==> src/hdl/pip_pkg.sv <==
// shared types and constants of the planar intra predictor
package pip_pkg;

   localparam int SAMPLE_W   = 8;
   localparam int LANE_SLOTS = 8;
   localparam int SUM_W      = 14;

   // function codes of an input beat
   localparam logic [2:0] FUNC_LOAD_TOP   = 3'd0;
   localparam logic [2:0] FUNC_LOAD_LEFT  = 3'd1;
   localparam logic [2:0] FUNC_LOAD_TR    = 3'd2;
   localparam logic [2:0] FUNC_LOAD_BL    = 3'd3;
   localparam logic [2:0] FUNC_PREDICT    = 3'd4;

   // register indexes
   localparam logic CSR_LOG2_WIDTH  = 1'b0;
   localparam logic CSR_LOG2_HEIGHT = 1'b1;

   typedef struct packed {
      logic [2:0] func;
      logic [5:0] index;
      logic [7:0] sample;
   } req_payload_type;

   typedef struct packed {
      logic [7:0] pred_sample_0;
      logic [7:0] pred_sample_1;
      logic [7:0] pred_sample_2;
      logic [7:0] pred_sample_3;
      logic [7:0] pred_sample_4;
      logic [7:0] pred_sample_5;
      logic [7:0] pred_sample_6;
      logic [7:0] pred_sample_7;
      logic [5:0] out_row;
      logic [2:0] col_group;
      logic       last;
   } rsp_payload_type;

   typedef struct packed {
      logic       load_top;
      logic       load_left;
      logic       load_tr;
      logic       load_bl;
      logic       capture;
      logic       read_left;
      logic       setup;
      logic       issue;
      logic [2:0] group;
      logic       last;
   } pip_cmd_type;

   typedef struct packed {
      logic       row_ok;
      logic       s1_valid;
      logic       advance;
      logic [2:0] last_group;
   } pip_status_type;

endpackage

==> src/hdl/planar_intra_predictor_top.sv <==
// planar intra predictor: top level
// load beats are written on acceptance; a predict beat takes the controller through
// left read, setup and run, which issues G = ceil(width / LANES) groups from the top
// reference row memory, one per cycle while the output advances; each group then
// passes row read, partial sum and output registers; out one per cycle with rsp_ready
// reset: synchronous, clears control state and sets both size registers to 2;
// reference samples are undefined until loaded
module planar_intra_predictor_top #(
   parameter int MAX_SIDE = 64,
   parameter int LANES    = 8
) (
   input  logic                     clock,
   input  logic                     reset,
   input  logic                     req_valid,
   output logic                     req_ready,
   input  pip_pkg::req_payload_type req_payload,
   output logic                     rsp_valid,
   input  logic                     rsp_ready,
   output pip_pkg::rsp_payload_type rsp_payload,
   input  logic                     csr_wr_en,
   input  logic                     csr_index,
   input  logic [2:0]               csr_wdata
);
   import pip_pkg::*;

   pip_cmd_type    cmd;
   pip_status_type status;

   pip_ctrl u_ctrl (
      .clock       (clock),
      .reset       (reset),
      .req_valid   (req_valid),
      .req_ready   (req_ready),
      .req_payload (req_payload),
      .status      (status),
      .cmd         (cmd)
   );

   pip_datapath #(
      .MAX_SIDE (MAX_SIDE),
      .LANES    (LANES)
   ) u_datapath (
      .clock       (clock),
      .reset       (reset),
      .req_payload (req_payload),
      .csr_wr_en   (csr_wr_en),
      .csr_index   (csr_index),
      .csr_wdata   (csr_wdata),
      .cmd         (cmd),
      .status      (status),
      .rsp_valid   (rsp_valid),
      .rsp_ready   (rsp_ready),
      .rsp_payload (rsp_payload)
   );

endmodule

==> src/hdl/pip_ctrl.sv <==
// controller state machine of the planar intra predictor
module pip_ctrl (
   input  logic                     clock,
   input  logic                     reset,
   input  logic                     req_valid,
   output logic                     req_ready,
   input  pip_pkg::req_payload_type req_payload,
   input  pip_pkg::pip_status_type  status,
   output pip_pkg::pip_cmd_type     cmd
);
   import pip_pkg::*;

   typedef enum logic [1:0] {
      ST_IDLE,
      ST_LREAD,
      ST_SETUP,
      ST_RUN
   } state_type;

   state_type  state_ff;
   logic [2:0] group_ff;
   logic       accept;

   assign req_ready = (state_ff == ST_IDLE);
   assign accept    = req_valid && req_ready;

   always_comb begin
      cmd           = '0;
      cmd.load_top  = accept && (req_payload.func == FUNC_LOAD_TOP);
      cmd.load_left = accept && (req_payload.func == FUNC_LOAD_LEFT);
      cmd.load_tr   = accept && (req_payload.func == FUNC_LOAD_TR);
      cmd.load_bl   = accept && (req_payload.func == FUNC_LOAD_BL);
      cmd.capture   = accept && (req_payload.func == FUNC_PREDICT);
      cmd.read_left = (state_ff == ST_LREAD);
      // row constants may change only once no group still needs them
      cmd.setup     = (state_ff == ST_SETUP) && !status.s1_valid;
      cmd.issue     = (state_ff == ST_RUN) && status.advance;
      cmd.group     = group_ff;
      cmd.last      = (group_ff == status.last_group);
   end

   always_ff @(posedge clock) begin
      if (reset) begin
         state_ff <= ST_IDLE;
         group_ff <= '0;
      end else begin
         unique case (state_ff)
            ST_IDLE: begin
               if (accept && (req_payload.func == FUNC_PREDICT) && status.row_ok) begin
                  state_ff <= ST_LREAD;
               end
            end
            ST_LREAD: begin
               state_ff <= ST_SETUP;
            end
            ST_SETUP: begin
               if (cmd.setup) begin
                  group_ff <= '0;
                  state_ff <= ST_RUN;
               end
            end
            ST_RUN: begin
               if (cmd.issue) begin
                  if (cmd.last) begin
                     state_ff <= ST_IDLE;
                  end else begin
                     group_ff <= group_ff + 3'd1;
                  end
               end
            end
            default: begin
               state_ff <= ST_IDLE;
            end
         endcase
      end
   end

endmodule

==> src/hdl/pip_datapath.sv <==
// reference stores, row setup and lane pipeline of the planar intra predictor
module pip_datapath #(
   parameter int MAX_SIDE = 64,
   parameter int LANES    = 8
) (
   input  logic                      clock,
   input  logic                      reset,
   input  pip_pkg::req_payload_type  req_payload,
   input  logic                      csr_wr_en,
   input  logic                      csr_index,
   input  logic [2:0]                csr_wdata,
   input  pip_pkg::pip_cmd_type      cmd,
   output pip_pkg::pip_status_type   status,
   output logic                      rsp_valid,
   input  logic                      rsp_ready,
   output pip_pkg::rsp_payload_type  rsp_payload
);
   import pip_pkg::*;

   localparam int SIDE     = (MAX_SIDE < 8 * LANES) ? MAX_SIDE : 8 * LANES;
   localparam int LG_MAX   = (SIDE >= 64) ? 6 : (SIDE >= 32) ? 5 : (SIDE >= 16) ? 4 :
                             (SIDE >= 8) ? 3 : 2;
   localparam int TOP_ROWS = (MAX_SIDE + LANES - 1) / LANES;
   localparam int ROW_AW   = (TOP_ROWS > 1) ? $clog2(TOP_ROWS) : 1;
   localparam int LEFT_AW  = $clog2(MAX_SIDE);
   localparam int LANE_W   = $clog2(LANES);
   localparam logic [2:0] LAST_G2 = 3'((4 + LANES - 1) / LANES - 1);
   localparam logic [2:0] LAST_G3 = 3'((8 + LANES - 1) / LANES - 1);
   localparam logic [2:0] LAST_G4 = 3'((16 + LANES - 1) / LANES - 1);
   localparam logic [2:0] LAST_G5 = 3'((32 + LANES - 1) / LANES - 1);
   localparam logic [2:0] LAST_G6 = 3'((64 + LANES - 1) / LANES - 1);

   // reference stores
   logic [LANES*SAMPLE_W-1:0] top_mem [TOP_ROWS];
   logic [SAMPLE_W-1:0]       left_mem [MAX_SIDE];
   logic [SAMPLE_W-1:0]       tr_ff;
   logic [SAMPLE_W-1:0]       bl_ff;

   logic [2:0] log2_width_ff;
   logic [2:0] log2_height_ff;
   logic [2:0] lw;
   logic [2:0] lh;
   logic [3:0] lwh;
   logic [6:0] w7;
   logic [6:0] h7;

   logic [5:0]          row_y_ff;
   logic [SAMPLE_W-1:0] left_rd_ff;

   // row constants
   logic [5:0]          a_ff;
   logic [SUM_W-1:0]    b_ff;
   logic [SUM_W-1:0]    hc_ff;
   logic signed [8:0]   dlt_ff;
   logic [14:0]         b_in;
   logic [14:0]         hc_in;

   // stage 1: top row read
   logic                      s1_valid_ff;
   logic [LANES*SAMPLE_W-1:0] top_row_ff;
   logic [2:0]                s1_group_ff;
   logic                      s1_last_ff;
   logic [5:0]                s1_row_ff;

   // stage 2: per-lane partial sums
   logic                 s2_valid_ff;
   logic [SUM_W-1:0]     vsum_ff [LANES];
   logic [SUM_W-1:0]     hsum_ff [LANES];
   logic                 inr_ff [LANES];
   logic [SUM_W-1:0]     vsum_in [LANES];
   logic [SUM_W-1:0]     hsum_in [LANES];
   logic                 inr_in [LANES];
   logic [2:0]           s2_group_ff;
   logic                 s2_last_ff;
   logic [5:0]           s2_row_ff;

   // output register
   logic                out_valid_ff;
   logic [SAMPLE_W-1:0] out_lane_ff [LANE_SLOTS];
   logic [SAMPLE_W-1:0] out_lane_in [LANE_SLOTS];
   logic [2:0]          out_group_ff;
   logic                out_last_ff;
   logic [5:0]          out_row_ff;

   logic               advance;
   logic [ROW_AW-1:0]  wr_row;
   logic [LANE_W-1:0]  wr_lane;
   logic [6:0]         wr_base;
   logic [6:0]         wr_off;
   logic [2:0]         last_group;

   always_comb begin
      priority if (log2_width_ff < 3'd2) begin
         lw = 3'd2;
      end else if (log2_width_ff > 3'(LG_MAX)) begin
         lw = 3'(LG_MAX);
      end else begin
         lw = log2_width_ff;
      end
      priority if (log2_height_ff < 3'd2) begin
         lh = 3'd2;
      end else if (log2_height_ff > 3'(LG_MAX)) begin
         lh = 3'(LG_MAX);
      end else begin
         lh = log2_height_ff;
      end
   end

   assign w7  = 7'd1 << lw;
   assign h7  = 7'd1 << lh;
   // log2 of the block area, up to 12
   assign lwh = {1'b0, lw} + {1'b0, lh};

   always_comb begin
      unique case (lw)
         3'd2:    last_group = LAST_G2;
         3'd3:    last_group = LAST_G3;
         3'd4:    last_group = LAST_G4;
         3'd5:    last_group = LAST_G5;
         3'd6:    last_group = LAST_G6;
         default: last_group = LAST_G2;
      endcase
   end

   assign advance = !out_valid_ff || rsp_ready;

   always_comb begin
      status            = '0;
      status.row_ok     = ({1'b0, req_payload.index} < h7);
      status.s1_valid   = s1_valid_ff;
      status.advance    = advance;
      status.last_group = last_group;
   end

   // top load position: row of lanes and lane inside it
   always_comb begin
      wr_row  = '0;
      wr_base = '0;
      for (int r = 1; r < TOP_ROWS; r++) begin
         if ({1'b0, req_payload.index} >= 7'(r * LANES)) begin
            wr_row  = ROW_AW'(r);
            wr_base = 7'(r * LANES);
         end
      end
      wr_off  = {1'b0, req_payload.index} - wr_base;
      wr_lane = wr_off[LANE_W-1:0];
   end

   always_ff @(posedge clock) begin
      if (cmd.load_top && ({1'b0, req_payload.index} < 7'(MAX_SIDE))) begin
         top_mem[wr_row][wr_lane*SAMPLE_W +: SAMPLE_W] <= req_payload.sample;
      end
      if (cmd.issue && advance) begin
         top_row_ff <= top_mem[ROW_AW'(cmd.group)];
      end
   end

   always_ff @(posedge clock) begin
      if (cmd.load_left && ({1'b0, req_payload.index} < 7'(MAX_SIDE))) begin
         left_mem[req_payload.index[LEFT_AW-1:0]] <= req_payload.sample;
      end
      if (cmd.read_left) begin
         left_rd_ff <= left_mem[row_y_ff[LEFT_AW-1:0]];
      end
   end

   assign b_in  = 15'({1'b0, row_y_ff} + 7'd1) * 15'(bl_ff);
   assign hc_in = 15'(w7 - 7'd1) * 15'(left_rd_ff) + 15'(tr_ff);

   always_comb begin
      for (int l = 0; l < LANES; l++) begin
         logic [8:0]         xg;
         logic [6:0]         x7;
         logic [SUM_W-1:0]   vp;
         logic signed [15:0] hs;
         xg = 9'(int'(s1_group_ff) * LANES + l);
         x7 = xg[6:0];
         vp = SUM_W'(a_ff) * SUM_W'(top_row_ff[l*SAMPLE_W +: SAMPLE_W]);
         vsum_in[l] = vp + b_ff;
         hs = $signed({2'b00, hc_ff}) + $signed({9'd0, x7}) * 16'(dlt_ff);
         hsum_in[l] = hs[SUM_W-1:0];
         inr_in[l]  = (x7 < w7);
      end
   end

   always_comb begin
      for (int l = 0; l < LANE_SLOTS; l++) begin
         out_lane_in[l] = '0;
      end
      for (int l = 0; l < LANES; l++) begin
         logic [20:0] total;
         logic [20:0] p;
         total = (21'(vsum_ff[l]) << lw) + (21'(hsum_ff[l]) << lh) + (21'd1 << lwh);
         p     = total >> (lwh + 4'd1);
         if (!inr_ff[l]) begin
            out_lane_in[l] = '0;
         end else if (p > 21'd255) begin
            out_lane_in[l] = 8'd255;
         end else begin
            out_lane_in[l] = p[7:0];
         end
      end
   end

   // control and configuration
   always_ff @(posedge clock) begin
      if (reset) begin
         log2_width_ff  <= 3'd2;
         log2_height_ff <= 3'd2;
         s1_valid_ff    <= 1'b0;
         s2_valid_ff    <= 1'b0;
         out_valid_ff   <= 1'b0;
      end else begin
         if (csr_wr_en) begin
            unique case (csr_index)
               CSR_LOG2_WIDTH:  log2_width_ff  <= csr_wdata;
               CSR_LOG2_HEIGHT: log2_height_ff <= csr_wdata;
               default:         log2_width_ff  <= log2_width_ff;
            endcase
         end
         if (advance) begin
            s1_valid_ff  <= cmd.issue;
            s2_valid_ff  <= s1_valid_ff;
            out_valid_ff <= s2_valid_ff;
         end
      end
   end

   // payload
   always_ff @(posedge clock) begin
      if (cmd.load_tr) begin
         tr_ff <= req_payload.sample;
      end
      if (cmd.load_bl) begin
         bl_ff <= req_payload.sample;
      end
      if (cmd.capture) begin
         row_y_ff <= req_payload.index;
      end
      if (cmd.setup) begin
         a_ff   <= 6'(h7 - 7'd1 - {1'b0, row_y_ff});
         b_ff   <= b_in[SUM_W-1:0];
         hc_ff  <= hc_in[SUM_W-1:0];
         dlt_ff <= $signed({1'b0, tr_ff}) - $signed({1'b0, left_rd_ff});
      end
      if (advance) begin
         s1_group_ff  <= cmd.group;
         s1_last_ff   <= cmd.last;
         s1_row_ff    <= row_y_ff;
         s2_group_ff  <= s1_group_ff;
         s2_last_ff   <= s1_last_ff;
         s2_row_ff    <= s1_row_ff;
         out_group_ff <= s2_group_ff;
         out_last_ff  <= s2_last_ff;
         out_row_ff   <= s2_row_ff;
         for (int l = 0; l < LANES; l++) begin
            vsum_ff[l] <= vsum_in[l];
            hsum_ff[l] <= hsum_in[l];
            inr_ff[l]  <= inr_in[l];
         end
         for (int l = 0; l < LANE_SLOTS; l++) begin
            out_lane_ff[l] <= out_lane_in[l];
         end
      end
   end

   assign rsp_valid = out_valid_ff;

   always_comb begin
      rsp_payload               = '0;
      rsp_payload.pred_sample_0 = out_lane_ff[0];
      rsp_payload.pred_sample_1 = out_lane_ff[1];
      rsp_payload.pred_sample_2 = out_lane_ff[2];
      rsp_payload.pred_sample_3 = out_lane_ff[3];
      rsp_payload.pred_sample_4 = out_lane_ff[4];
      rsp_payload.pred_sample_5 = out_lane_ff[5];
      rsp_payload.pred_sample_6 = out_lane_ff[6];
      rsp_payload.pred_sample_7 = out_lane_ff[7];
      rsp_payload.out_row       = out_row_ff;
      rsp_payload.col_group     = out_group_ff;
      rsp_payload.last          = out_last_ff;
   end

endmodule

==> config.mk <==
export PLATFORM = sky130hd
export DESIGN_NAME = planar_intra_predictor_top
export DESIGN_NICKNAME = d
export VERILOG_FILES = /design/src/hdl/pip_pkg.sv /design/src/hdl/planar_intra_predictor_top.sv /design/src/hdl/pip_ctrl.sv /design/src/hdl/pip_datapath.sv
export SDC_FILE = /design/constraint.sdc
export NUM_CORES = 2
export LEC_CHECK = 0
export ABC_CLOCK_PERIOD_IN_PS = 11500
export BUFFER_PORTS_ARGS = -buffer_cell sky130_fd_sc_hd__buf_2
export CAP_MARGIN = 20
export CELL_PAD_IN_SITES_DETAIL_PLACEMENT = 2
export CELL_PAD_IN_SITES_GLOBAL_PLACEMENT = 2
export CORE_ASPECT_RATIO = 0.6
export CORE_UTILIZATION = 45
export DETAILED_ROUTE_END_ITERATION = 12
export PLACE_DENSITY = 0.79
export SETUP_SLACK_MARGIN = 0.4
export SYNTH_ARGS = -nofsm -noshare
export SYNTH_HDL_FRONTEND = slang
export SYNTH_SLANG_ARGS = --single-unit
==> constraint.sdc <==
create_clock -name clock -period 11.5 [get_ports clock]
set_input_delay 2.3 -clock clock [delete_from_list [all_inputs] [get_ports clock]]
set_output_delay 2.3 -clock clock [all_outputs]
set_load 0.02 [all_outputs]
### Word-level counts from Yosys, hierarchy flattened

Memories as Yosys holds them, arrays and structs flattened. A register that Yosys moved wholly into a read port is not among the register bits.
Index checks and enable logic that the tools add are counted.

* magnitude comparators: 28
* mux-type cells: 49
* equality and inequality tests: 16
* add/sub/neg operators: 50
* reduce and logical (&&, ||, !) cells: 20
* shift operators: 29
* bitwise operators: 1
* multiply operators: 18

Operators by type and width (number)
* 21-bit adder: 16
* 14-bit by 3-bit left shift with 21-bit output: 16
* 14-bit adder: 16
* 21-bit by 8-bit greater-than comparator with 1-bit output (second input constant): 8
* 21-bit by 4-bit >> shifter with 21-bit output: 8
* 8-bit 2-to-1 mux: 16
* 6-bit by 8-bit multiplier with 14-bit output: 8
* 8-bit by 9-bit multiplier with 14-bit output: 7
* 64-bit 2-to-1 mux: 1
* 8-bit by 34-bit variable shift with 64-bit output (first input constant): 1
* 8-bit by 34-bit indexed part select with 64-bit output: 1
* 3-bit 2-to-1 mux: 17
* 7-bit < comparator: 7
* 6-bit negator with 34-bit output: 1
* 15-bit by 8-bit multiplier with 14-bit output: 2
* 6-bit by 3-bit adder with 7-bit output (second input constant): 4
* 6-bit greater-or-equal comparator (second input constant): 4
* 1-bit by 4-bit left shift with 21-bit output (first input constant): 1
* 14-bit by 8-bit adder with 14-bit output: 1
* 6-bit by 1-bit adder with 7-bit output (second input constant): 2
* 6-bit by 2-bit adder with 7-bit output (second input constant): 2
* 6-bit by 7-bit < comparator with 1-bit output: 2
* 1-bit by 3-bit left shift with 7-bit output (first input constant): 2
* 3-bit == test (second input constant): 4
* 34 further kinds: 64

* memories kept: 6
* memory bits (writable): 1320
* register bits after elaboration: 109
* logic and storage cells: 240
* output and inout port bits: 76
* bits of input ports: 26

Memories
* u_datapath.left_mem: words 64, width 8, rd ports 1, clocked after Yosys merged registers in 1, wr ports 1, line pip_datapath.sv:35 `logic [SAMPLE_W-1:0] left_mem [MAX_SIDE];`
* u_datapath.top_mem: words 8, width 64, rd ports 1, clocked after Yosys merged registers in 1, wr ports 1, line pip_datapath.sv:34 `logic [LANES*SAMPLE_W-1:0] top_mem [TOP_ROWS];`
* u_datapath.hsum_ff: words 8, width 14, rd ports 8, clocked after Yosys merged registers in 0, wr ports 8, line pip_datapath.sv:68 `logic [SUM_W-1:0] hsum_ff [LANES];`
* u_datapath.vsum_ff: words 8, width 14, rd ports 8, clocked after Yosys merged registers in 0, wr ports 8, line pip_datapath.sv:67 `logic [SUM_W-1:0] vsum_ff [LANES];`
* u_datapath.out_lane_ff: words 8, width 8, rd ports 8, clocked after Yosys merged registers in 0, wr ports 8, line pip_datapath.sv:79 `logic [SAMPLE_W-1:0] out_lane_ff [LANE_SLOTS];`
* u_datapath.inr_ff: words 8, width 1, rd ports 8, clocked after Yosys merged registers in 0, wr ports 8, line pip_datapath.sv:69 `logic inr_ff [LANES];`

### Longest topological paths before layout

* depth after elaboration: 11
* mapped depth: 35

### Hierarchy

From an unflattened synthesis, not the netlist that was laid out.

* cell total of the unflattened synthesis: 9654
* area total of the unflattened synthesis: 109775.3 µm²

Modules (own cells, without submodules)
* pip_datapath: cells each 9596, instances 1, area each 109303.6 µm²
* pip_ctrl: cells each 58, instances 1, area each 471.7 µm²

### Worst setup path after synthesis

Ideal clock, no wire load.

* path kind: input port to flip-flop
* start: input rsp_ready
* end: memory u_datapath.hsum_ff[0][0], enable pin
* data required time: 10.834 ns
* stages: 2
* setup slack: 2.335 ns
* data arrival time: 8.499 ns
* library setup time: 0.666 ns
* cells stage by stage: nor2b_1 inv_1

RTL lines
* start: declaration: line planar_intra_predictor_top.sv:18 `input logic rsp_ready,`
* end: declaration: line pip_datapath.sv:68

==> metrics <==
HP Class reg -> reg; final hold viol count 0; Post-DRT Antenna Nets 0; PortBufs roughly 100; IO Pins 102; first-pass GRT wire length just under 700000 um; Lkg Pwr about 47 nW; Clock Pin Slew Worst Setup and Hold Paths 0.07 ns; largest area contributor in the netlist edfxtp_1; setup_tns 0 ns; clk_skew 0.0992 ns; Residual DRC 0; Crit. End Element flop; Starting Density a little under half; TritonRoute pass-1 iters 6; placed cell count around 13000; die area roughly 240000 um2; Worst Path Buf+Inv 4; CTS tree yes; drt initial violations ~11000; Final Setup Violations 0; crit-path max cell delay approximately 1 ns; RSZ-0062 raised after global routing false; Worst slew margin about 8.4%; CP top delay family simple AND/OR/NAND/NOR gates; via count 86035; Mapped Cells 9556; startpoint types flop; CTS root buf clkbuf_16; Layout area overhead 8.65%; # rows around 140; Least-Margin Pin Slew between 1 and 1.5 ns; GRT Resource Usage Total 39.6%; EDFF count, synth approximately 1500; Async S/R FF share, synth 0%; status finished, final reports clean; Num CTS Buffers 160; Warnings, synthesis 0; HPWL Detailed between 300000 and 400000 um; # nets final between 10000 and 15000; Seq/Total Area, Yosys 41.3%; Die Span X around 630 um; crit path max fanout 36; Core Area 237000 um2; crit-path cells inv_2 > nor2_1 > inv_1 > buf_4 > fa_1 > xnor2_1 > inv_1 > nor2_1 > and2_1 > fa_1 > ha_1 > nand2_1 > nor4_1 > o21ai_0 > a211oi_1 > nand2b_1 > o21a_1 > and4_1 > a21oi_1 > or4b_1 > a311o_1; number of global-route vias before repair slightly above 90000; clk sinks around 1500; global route total overflow 0; share of cells above drive strength 1 under 10%; pin count of the biggest net entering global routing 166; placed inst area around 110000 um2; PwrDens ~290 nW/um2; Max Cap Violations 0; hold_buf cts 0; die height approximately 380 um; flops & latches, synth around 1500; Req. time, crit path 12.07 ns; post-DR wirelength/cell between 30 and 40 um; highest-delay cell along the critical path and2_1; postcts setup bufs 0; minimum clock period ~9.6 ns; Worst Path Arrival ~10 ns; drt total wl ~500000 um; CTS max path bufs 4; Synth area leaders edfxtp_1, fa_1, ha_1, mux4_2, mux2i_1; Syn Std Cell Area 108000 um2; fin area 117000 um2; area share of the largest cell type after synthesis approximately two fifths; PnR worst setup slack between 1.5 and 2 ns; Resize count post-CTS 0; post-synthesis cell type count approximately 100; CP Class reg -> reg; final std cells w/o fill approximately 13000; Fmax about 100 MHz; clk_lat worst skew a little over 0.9 ns; Synth Area per Inst roughly 11 um2; Post-Place Setup Slack 2.36 ns; Final Wtd Congestion 0.987; maximum VDD drop about 170 uV; initial antenna violation count 37; pins over their slew limit 0; H-tree Lvls 4; most used flip-flop cell after synthesis edfxtp_1; Final period util between 80% and 90%; Vias/cell 6.71; Util after Layout approximately 49%
## cells by family after synthesis
group	Yosys count	share of synthesized area, %
adder cells (fa/ha/maj)	1370	20.5
flip-flops	1491	41.3
other	2	0.00696
buffers and inverters	1389	4.84
AO/OA/AOI/OAI	1871	11.2
AND/OR/NAND/NOR	2323	9.81
XOR/XNOR	410	3.33
multiplexers	700	8.99
## power breakdown
part           leakage, nW  switching, mW  internal, mW
registers             14.2          0.861          6.94
logic                 30.9           13.3          7.12
clock network         2.39           2.60          2.88
## synthesized netlist by cell type (206+ instances only)
cell         n
o21ai_0    278
a21oi_1    590
nand2_1    979
fa_1       659
clkbuf_1   366
inv_1      910
mux2i_1    395
and2_1     265
mux4_2     206
nor2_1     551
xnor2_1    274
ha_1       711
edfxtp_1  1477
## registers in the layout (all words and copies together) (netlist names), 8 cells and up
| name | flops |
|---|---|
| u_datapath.top_row_ff | 64 |
| u_datapath.left_mem | 512 |
| u_datapath.dlt_ff | 9 |
| u_datapath.hc_ff | 14 |
| u_datapath.tr_ff | 8 |
| u_datapath.b_ff | 14 |
| u_datapath.vsum_ff | 112 |
| u_datapath.top_mem | 512 |
| u_datapath.bl_ff | 8 |
| u_datapath.hsum_ff | 102 |
| u_datapath.out_lane_ff | 64 |
| u_datapath.left_rd_ff | 8 |
| u_datapath.inr_ff | 8 |
## layout make-up
class                      count  area (um2)
antenna                        6        15.0
clock buffer                 200        4220
clock inverter                78         697
fill                       23279      120000
inverter                     918        3460
multi-input combinational   6728       58500
sequential                  1491       44700
tap                         3150        3940
timing repair buffer         251        1860
## worst paths after layout
path                                              from                                    endpoint  slack, ns  depth (start not counted)
max          u_datapath.log2_height_ff[2]$_SDFFE_PP0P_  u_datapath.out_lane_ff[0][4]$_SDFFCE_PN0N_       1.94                         21
min                  u_datapath.s1_row_ff[0]$_DFFE_PN_           u_datapath.s2_row_ff[0]$_DFFE_PN_       0.43                          0
max reg2reg  u_datapath.log2_height_ff[2]$_SDFFE_PP0P_  u_datapath.out_lane_ff[0][4]$_SDFFCE_PN0N_       1.94                         21
min reg2reg          u_datapath.s1_row_ff[0]$_DFFE_PN_           u_datapath.s2_row_ff[0]$_DFFE_PN_       0.43                          0
## worst register-to-register path, cell delays in order (launching register included)
cell and delay [ns]:
dfxtp_4 0.48, inv_2 0.29, nor2_1 0.78, inv_1 0.57, buf_4 0.35, fa_1 0.42, xnor2_1 0.64, inv_1 0.29
nor2_1 0.23, and2_1 0.98, fa_1 0.58, ha_1 0.41, nand2_1 0.17, nor4_1 0.92, o21ai_0 0.22, a211oi_1 0.43
nand2b_1 0.21, o21a_1 0.16, and4_1 0.20, a21oi_1 0.07, or4b_1 0.55, a311o_1 0.36
## through the flow
| step | hold slack (ns) | total power [mW] |
|---|---|---|
| CTS | 0.430 | 32.6 |
| finish | 0.430 | 33.7 |
| global route | 0.444 | 34.9 |
| detailed placement | 0.406 | 26.8 |
| floorplan | 0.400 | 20.0 |
| global placement | 0.401 | 25.7 |
## placed cells by master, fill, tap and decap left out, types with 265 or more instances in the layout
cell / instances
edfxtp_1: 1477
nand2_1: 975
inv_1: 905
ha_1: 708
fa_1: 659
a21oi_1: 589
nor2_1: 544
mux2i_1: 395
o21ai_0: 277
xnor2_1: 273
and2_1: 265
## metal layers
layer	GRT usage, %	share of wire, %	up-vias	wire (um)
met3	9.27	10	1282	51800
li1	-	-	34078	-
met1	54.9	41	45309	202000
met5	0	0.067	-	332
met4	16.5	5.2	24	25700
met2	59.7	44	5342	216000
(Power assumes the default switching activity.)
